## config.mk

```make
export PLATFORM = sky130hd
export DESIGN_NAME = frame_checksum_verify_top
export DESIGN_NICKNAME = d
export VERILOG_FILES = /design/src/hw/rtl/fcv_pkg.sv /design/src/hw/rtl/fcv_actual.sv /design/src/hw/rtl/fcv_predict.sv /design/src/hw/rtl/frame_checksum_verify_top.sv
export SDC_FILE = /design/constraint.sdc
export NUM_CORES = 1
export LEC_CHECK = 0
export ABC_AREA = 1
export BUFFER_PORTS_ARGS = -buffer_cell sky130_fd_sc_hd__buf_2
export CAP_MARGIN = 30
export CORE_UTILIZATION = 40
export CTS_BUF_LIST = sky130_fd_sc_hd__clkbuf_8
export DETAILED_ROUTE_END_ITERATION = 12
export GPL_TIMING_DRIVEN = 0
export HOLD_SLACK_MARGIN = 0.05
export SLEW_MARGIN = 20
export SYNTH_ARGS = -nofsm -noshare
export SYNTH_HDL_FRONTEND = slang
export SYNTH_SLANG_ARGS = --single-unit
```

## constraint.sdc

```tcl
create_clock -name clk -period 7.75 [get_ports clk]
set_clock_uncertainty 0.1 [all_clocks]
set_input_delay 1.1625 -clock clk [delete_from_list [all_inputs] [get_ports clk]]
set_output_delay 1.1625 -clock clk [all_outputs]
set_load 0.01 [all_outputs]
```

## src/hw/rtl/fcv_pkg.sv

```systemverilog
// ----------------------------------------------------------------------------
// fcv_pkg
// shared types, tables and constants of the frame checksum verifier
// ----------------------------------------------------------------------------
package fcv_pkg;

  localparam int unsigned FRAME_W  = 64;
  localparam int unsigned IN_TDATA_W  = 64;
  localparam int unsigned OUT_TDATA_W = 56;

  localparam int signed DYN_OFFSET = 509;

  // residual codes of the decision tree
  localparam logic [7:0] PRED_STARTUP_FF  = 8'h0D;
  localparam logic [7:0] PRED_STARTUP_7X  = 8'hB4;
  localparam logic [7:0] PRED_B4_FF       = 8'h0D;
  localparam logic [7:0] PRED_B4_BX       = 8'h5D;
  localparam logic [7:0] PRED_B4_AX       = 8'h84;
  localparam logic [7:0] PRED_B4_9X_ALT   = 8'hC0;
  localparam logic [7:0] PRED_B4_9X       = 8'h1E;
  localparam logic [7:0] PRED_LOW_NEG     = 8'h25;
  localparam logic [7:0] PRED_LOW_POS     = 8'h5E;
  localparam logic [7:0] PRED_MID_NEG     = 8'hF6;
  localparam logic [7:0] PRED_MID_POS     = 8'h8D;
  localparam logic [7:0] PRED_HIGH_NEG    = 8'hBC;
  localparam logic [7:0] PRED_HIGH_ST     = 8'h14;
  localparam logic [7:0] PRED_HIGH_B4     = 8'h19;
  localparam logic [7:0] PRED_HIGH        = 8'hC7;
  localparam logic [7:0] PRED_OVL_LOW     = 8'h62;
  localparam logic [7:0] PRED_OVL_HIGH    = 8'h38;

  // byte-5 alternate families
  localparam logic [7:0] B5_NOMINAL = 8'h64;
  localparam logic [7:0] B5_FAM_63  = 8'h63;
  localparam logic [7:0] B5_FAM_62  = 8'h62;
  localparam logic [7:0] B5_FAM_61  = 8'h61;
  localparam logic [7:0] B5_FAM_60  = 8'h60;
  localparam logic [7:0] FAM_63_XOR = 8'h7A;
  localparam logic [7:0] FAM_62_XOR = 8'hCF;
  localparam logic [7:0] FAM_61_XOR = 8'h3F;
  localparam logic [7:0] FAM_60_XOR = 8'h8A;

  localparam logic [15:0] SPEED_HIGH_Q = 16'd8192;

  localparam logic [7:0] CTR_TAB [16] = '{
    8'h00, 8'h7A, 8'h96, 8'h79, 8'hD5, 8'hBF, 8'h8F, 8'h9A,
    8'hB8, 8'hCA, 8'h95, 8'h58, 8'h46, 8'h55, 8'hE7, 8'h68
  };

  // one row per payload byte 2..7, one vector per bit
  localparam logic [7:0] LIN_TAB [6][8] = '{
    '{8'h00, 8'h00, 8'h00, 8'h00, 8'h00, 8'h9B, 8'h19, 8'h32},
    '{8'h54, 8'hA8, 8'h7F, 8'hFE, 8'h00, 8'h00, 8'h3D, 8'h7A},
    '{8'hAD, 8'h75, 8'hEA, 8'hFB, 8'h00, 8'h00, 8'h00, 8'h00},
    '{8'h00, 8'h00, 8'h00, 8'h00, 8'h00, 8'h00, 8'h00, 8'h00},
    '{8'h00, 8'h1C, 8'h38, 8'h70, 8'hE0, 8'hEF, 8'hF1, 8'hCD},
    '{8'hE9, 8'hFD, 8'hD5, 8'h85, 8'h25, 8'h00, 8'h00, 8'h00}
  };

  typedef struct packed {
    logic [7:0]         pred;
    logic [15:0]        speed_quarter;
    logic [8:0]         status_field;
    logic signed [10:0] dynamic_value;
  } pred_info_t;

  typedef struct packed {
    logic signed [10:0] dynamic_value;
    logic [8:0]         status_field;
    logic [15:0]        speed_quarter;
    logic [7:0]         predicted_residual;
    logic [7:0]         actual_residual;
    logic               checksum_ok;
  } result_t;

endpackage

```

## src/hw/rtl/fcv_actual.sv

```systemverilog
// ----------------------------------------------------------------------------
// fcv_actual
// xor network giving the actual residual of one frame
// ----------------------------------------------------------------------------
module fcv_actual (
  input  logic [fcv_pkg::FRAME_W-1:0] frame,
  output logic [7:0]                  actual_residual
);

  always_comb begin
    logic [7:0] r;
    r = frame[7:0] ^ fcv_pkg::CTR_TAB[frame[11:8]];
    for (int i = 0; i < 6; i++) begin
      for (int k = 0; k < 8; k++) begin
        if (frame[16 + 8*i + k]) begin
          r = r ^ fcv_pkg::LIN_TAB[i][k];
        end
      end
    end
    actual_residual = r;
  end

endmodule

```

## src/hw/rtl/fcv_predict.sv

```systemverilog
// ----------------------------------------------------------------------------
// fcv_predict
// field decode and decision tree for the predicted residual
// ----------------------------------------------------------------------------
module fcv_predict (
  input  logic [fcv_pkg::FRAME_W-1:0] frame,
  output fcv_pkg::pred_info_t         info
);

  logic [7:0]         b4, b5, b6, b7;
  logic [15:0]        spd;
  logic [8:0]         st;
  logic [9:0]         dy_raw;
  logic signed [10:0] dy;
  logic               startup;
  logic               neg, high, mid;
  logic [7:0]         p_tree, p_fam, p_fin;

  assign b4     = frame[39:32];
  assign b5     = frame[47:40];
  assign b6     = frame[55:48];
  assign b7     = frame[63:56];
  assign spd    = frame[63:48];
  assign st     = frame[29:21];
  assign dy_raw = frame[39:30];
  assign dy     = $signed({1'b0, dy_raw}) - 11'(fcv_pkg::DYN_OFFSET);

  assign startup = (b5 == 8'h00) && (b6 == 8'h00) && (b7 == 8'h00);
  assign neg     = dy < 11'sd3;
  assign high    = spd >= fcv_pkg::SPEED_HIGH_Q;
  assign mid     = st >= 9'd128;

  always_comb begin
    if (b4 == 8'hFF) begin
      p_tree = fcv_pkg::PRED_B4_FF;
    end else if (b4 >= 8'hB0 && b4 <= 8'hBF) begin
      p_tree = fcv_pkg::PRED_B4_BX;
    end else if (b4 >= 8'hA0 && b4 <= 8'hAF) begin
      p_tree = fcv_pkg::PRED_B4_AX;
    end else if (b4 >= 8'h91 && b4 <= 8'h98 && b5 == fcv_pkg::B5_NOMINAL &&
                 st >= 9'd247 && dy >= 11'sd72) begin
      p_tree = fcv_pkg::PRED_B4_9X_ALT;
    end else if (b4 >= 8'h99 && b4 <= 8'h9F && b7 >= 8'h40) begin
      p_tree = fcv_pkg::PRED_B4_9X_ALT;
    end else if (b4 >= 8'h90 && b4 <= 8'h9F) begin
      p_tree = fcv_pkg::PRED_B4_9X;
    end else if (!high) begin
      if (!mid) begin
        p_tree = neg ? fcv_pkg::PRED_LOW_NEG : fcv_pkg::PRED_LOW_POS;
      end else begin
        p_tree = neg ? fcv_pkg::PRED_MID_NEG : fcv_pkg::PRED_MID_POS;
      end
    end else if (neg) begin
      p_tree = fcv_pkg::PRED_HIGH_NEG;
    end else if (b5 == fcv_pkg::B5_NOMINAL && st >= 9'd121 && st <= 9'd127) begin
      p_tree = fcv_pkg::PRED_HIGH_ST;
    end else if (b5 == fcv_pkg::B5_NOMINAL && b4 >= 8'h80 && b4 <= 8'h86 &&
                 b7 >= 8'h4C) begin
      p_tree = fcv_pkg::PRED_HIGH_B4;
    end else begin
      p_tree = fcv_pkg::PRED_HIGH;
    end
  end

  // alternate xor families selected by byte 5
  always_comb begin
    p_fam = p_tree;
    if (b5 == fcv_pkg::B5_FAM_63) begin
      if (p_tree == fcv_pkg::PRED_LOW_NEG || p_tree == fcv_pkg::PRED_MID_NEG ||
          p_tree == fcv_pkg::PRED_HIGH_NEG || p_tree == fcv_pkg::PRED_HIGH) begin
        p_fam = p_tree ^ fcv_pkg::FAM_63_XOR;
      end
    end else if (p_tree == fcv_pkg::PRED_LOW_NEG || p_tree == fcv_pkg::PRED_HIGH_NEG ||
                 p_tree == fcv_pkg::PRED_HIGH) begin
      if (b5 == fcv_pkg::B5_FAM_62) begin
        p_fam = p_tree ^ fcv_pkg::FAM_62_XOR;
      end else if (b5 == fcv_pkg::B5_FAM_61) begin
        p_fam = p_tree ^ fcv_pkg::FAM_61_XOR;
      end else if (b5 == fcv_pkg::B5_FAM_60) begin
        p_fam = p_tree ^ fcv_pkg::FAM_60_XOR;
      end
    end
  end

  // high-negative overlay, then the startup frame overrides everything
  always_comb begin
    p_fin = p_fam;
    if (p_fam == fcv_pkg::PRED_HIGH_NEG && b7[6:5] == 2'b10) begin
      p_fin = st[8] ? fcv_pkg::PRED_OVL_HIGH : fcv_pkg::PRED_OVL_LOW;
    end
    if (startup && b4 == 8'hFF) begin
      p_fin = fcv_pkg::PRED_STARTUP_FF;
    end else if (startup && b4 >= 8'h76 && b4 <= 8'h7F) begin
      p_fin = fcv_pkg::PRED_STARTUP_7X;
    end
  end

  assign info.pred          = p_fin;
  assign info.speed_quarter = spd;
  assign info.status_field  = st;
  assign info.dynamic_value = dy;

endmodule

```

## src/hw/rtl/frame_checksum_verify_top.sv

```systemverilog
// ----------------------------------------------------------------------------
// frame_checksum_verify_top
// one-byte frame checksum check: residual compare with decoded fields
// ----------------------------------------------------------------------------
// datapath: input register, then result register, to out_tdata
// throughput: one frame per cycle while out_tready is high, set by the input and result registers
// the input register is refilled whenever the result register can take its item
// reset: rst_n synchronous active low, clears both valid flags; data not reset
// ----------------------------------------------------------------------------
module frame_checksum_verify_top (
  input  logic                             clk,
  input  logic                             rst_n,
  input  logic                             in_tvalid,
  output logic                             in_tready,
  // byte_0, byte_1, byte_2, byte_3, byte_4, byte_5, byte_6, byte_7
  input  logic [fcv_pkg::IN_TDATA_W-1:0]   in_tdata,
  output logic                             out_tvalid,
  input  logic                             out_tready,
  // checksum_ok, actual_residual, predicted_residual, speed_quarter,
  // status_field, dynamic_value, three zero pad bits
  output logic [fcv_pkg::OUT_TDATA_W-1:0]  out_tdata
);

  logic                           in_valid_r;
  logic [fcv_pkg::FRAME_W-1:0]    frame_r;
  logic                           out_valid_r;
  fcv_pkg::result_t               res_r, res_nxt;
  logic [7:0]                     actual;
  fcv_pkg::pred_info_t            info;
  logic                           res_ready, in_ready;

  assign res_ready = !out_valid_r || out_tready;
  assign in_ready  = !in_valid_r || res_ready;
  assign in_tready = in_ready;

  always_ff @(posedge clk) begin
    if (!rst_n) begin
      in_valid_r <= 1'b0;
    end else if (in_ready) begin
      in_valid_r <= in_tvalid;
    end
  end

  always_ff @(posedge clk) begin
    if (in_ready && in_tvalid) begin
      frame_r <= in_tdata;
    end
  end

  fcv_actual u_actual (
    .frame           (frame_r),
    .actual_residual (actual)
  );

  fcv_predict u_predict (
    .frame (frame_r),
    .info  (info)
  );

  always_comb begin
    res_nxt.checksum_ok        = (actual == info.pred);
    res_nxt.actual_residual    = actual;
    res_nxt.predicted_residual = info.pred;
    res_nxt.speed_quarter      = info.speed_quarter;
    res_nxt.status_field       = info.status_field;
    res_nxt.dynamic_value      = info.dynamic_value;
  end

  always_ff @(posedge clk) begin
    if (!rst_n) begin
      out_valid_r <= 1'b0;
    end else if (res_ready) begin
      out_valid_r <= in_valid_r;
    end
  end

  always_ff @(posedge clk) begin
    if (res_ready && in_valid_r) begin
      res_r <= res_nxt;
    end
  end

  assign out_tvalid = out_valid_r;
  assign out_tdata  = {3'b000, res_r};

endmodule
```

==> impl_metrics.yaml <==
outcome:
  status: "complete, no violations"
sta:
  fin_crit_ns: 3.86
  slew_headroom: 0.536
  finalWorstSetupSlack_ns: 3.89
  hold_ws_ns: 0.348
  rsz0062_at_grt: "false"
  tns_ns: 0
  worst_pin_slew_ns: 0.691
  setup_viol: 0
  fmax_mhz: 259
  hold_viol: 0
  finalCritPeriodShare: 0.498
  slew_violations: 0
global_routing:
  overflow: 0
  grt_pass1_vias: 4228
  grt_pass1_wl_mm: 21.6
  track_usage: 0.180
  antenna_found_initial: 0
  grt_max_degree: 36
worst_setup_path:
  start_kind: "register"
  cp_common_cell: "nand2_1"
  crit_slowest_cell: "edfxtp_1"
  path_class: "register to register"
  end_kind: "register"
  cpPeakStageDelay_ns: 0.33
  crit_required_ns: 7.91
  crit_fanout: 7
  worstPathArrival_ns: 4.02
worst_hold_path:
  min_path_type: "register to register"
power:
  p_per_area_nw_per_um2: 204
  p_sw_w: 0.000434
  ir_worst_vdd_mv: 0.128
  p_leak_nw: 3.13
  pwr-share-seq: 0.507
  internal-power_w: 0.00101
  comb_power_share: 0.260
  power_frac_clock: 0.233
  p_sw_frac: 0.301
detailed_routing:
  drc: 0
  drt_wl_total_mm: 13.6
  drtIter0Drc: 287
  vias: 4372
  wl_per_cell_um: 14.5
  ant_nets: 0
  routed_via_density: 4.69
  first_pass_iters: 5
synthesis:
  syn_area_per_cell_sq_um: 9.75
  netlist_top_cells_area: "edfxtp_1, nand2_1, xor2_1"
  synth-seq-cells: 110
  yosysWarningCount: 0
  synth_top_area_share: 0.540
  syn_inst: 616
  yosysSeqAreaShare: 0.547
  netlist_area_sq_um: 6010
  yosysUniqueCellTypes: 35
  yosysMostFrequentCell: "nand2_1"
  synthTopCellsByCount: "nand2_1, edfxtp_1, inv_1, nor2_1, xor2_1"
  async_reset_ff_frac: 0
  synth-edff-count: 108
  yosysTopAreaCell: "edfxtp_1"
  ys.flop_type: "edfxtp_1"
cts:
  clock_latency_ns: 0.39
  clockRootBuffer: "clkbuf_8"
  cts_tree: "done"
  cts_buffers: 9
  post_cts_buffers: 0
  cts_resized: 0
  clk_path_buf_depth: 2
  cts.htree.levels: 3
  ctsHoldBuffers: 0
  clock_sinks: 110
  clk_pin_slew_worst_paths_ns: 0.10
floorplanning:
  io-pin-count: 126
  die_y_um: 125
  rows: 44
  start_util: 0.412
  die_area_sq_um: 15500
  dieWidth_um: 125
  core_region_area_sq_um: 14600
finish:
  drive_gt1_frac: 0.232
  syn_to_final_growth_pct: 17.9
  final-instance-count-excl-fill: 933
  diodes: 0
  finalNetCount: 820
  fill_cells: 1359
run:
  cap_violations: 0
place:
  dpl.cell_count: 918
  routabilityCongestion: 0.904
  io_buffers: 113
  place_ws_ns: 3.90
  dp_hpwl_mm: 10.8
[final cells by class]
cell class              instances  area [sq um]  area share
flip-flops and latches        110          3280       0.464
multi-input cells             419          2380       0.336
repair buffers                116           641      0.0905
inverters                      75           282      0.0398
well taps                     184           230      0.0325
clock buffers                   9           124      0.0175
plain buffers                  14          82.6      0.0117
clock inverters                 6          62.6     0.00883
[worst paths after layout]
kind                                   from       endpoint  slack (ns)  cells after the start
worst max-delay path            frame_r[30]   out_tdata[0]        3.89                     28
worst min register to register  frame_r[21]  out_tdata[33]        0.35                      0
worst max register to register  frame_r[30]   out_tdata[0]        3.89                     28
worst min-delay path            frame_r[21]  out_tdata[33]        0.35                      0
[state kept, by name, indices dropped and copies added (netlist names)]
| name | flops |
|---|---|
| out_tdata | 53 |
| in_valid_r | 1 |
| frame_r | 55 |
| out_tvalid | 1 |
[power by group through the flow]
stage / Sequential (W) / Combinational, W / Clock (W)
floorplan: 0.000756 / 0.000254 / 0
global placement: 0.000749 / 0.000366 / 0
detailed placement: 0.000747 / 0.000375 / 0
CTS: 0.000734 / 0.000376 / 0.000348
global route: 0.000738 / 0.000414 / 0.000372
finish: 0.000733 / 0.000375 / 0.000337
[worst max-delay path, delay by kind of cell (launching register included)]
family	cells	cell delay, ns
adders and majority gates	1	0.25
AOI/OAI and AO/OA	1	0.29
DFF	1	0.33
and+or+nand+nor	23	2.46
buffers and inverters	3	0.33
[layout by cell type (no fill, tap or decap), drive strengths merged]
cell type,Yosys,layout
or4,1,1
xnor2,45,45
nand2,154,154
nor4,4,4
a21boi,1,1
o21ai,14,14
nor3,5,5
nor2,62,62
dfxtp,2,2
ha,7,7
o31ai,1,1
nand3,43,43
conb,1,3
a21oi,12,12
or2,6,6
bufinv,0,1
xor2,49,49
nand3b,3,3
buf,10,126
o211ai,1,1
o21a,1,1
inv,73,77
edfxtp,108,108
nand4,5,5
and3,1,1
clkbuf,4,13
clkinvlp,0,1
o21bai,1,1
clkinv,2,2
[kinds of logic (layout without fill, tap and decap cells)]
logic type / after synthesis / in the layout / share of synthesized area
AND/OR/NAND/NOR: 284 / 284 / 0.212
flip-flops: 110 / 110 / 0.547
XOR/XNOR: 94 / 94 / 0.137
buffers and inverters: 89 / 220 / 0.0606
AO/OA/AOI/OAI: 31 / 31 / 0.0279
adder cells (fa/ha/maj): 7 / 7 / 0.0146
other: 1 / 3 / 0.000624
[stage by stage]
| step | power [W] | cell area (sq um) | utilization |
|---|---|---|---|
| floorplan | 0.00101 | 6010 | - |
| global placement | 0.00112 | 6810 | 0.467 |
| detailed placement | 0.00112 | 6900 | 0.473 |
| CTS | 0.00146 | 7080 | 0.485 |
| global route | 0.00152 | 7080 | 0.485 |
| finish | 0.00144 | 7080 | 0.485 |
[routing by layer]
layer	routed length, um	track usage	part of all wire
met5	0	0	0
met4	177	0.0539	0.013
met3	651	0.0430	0.048
met1	6430	0.242	0.47
met2	6300	0.287	0.46
(Power assumes the default switching activity.)
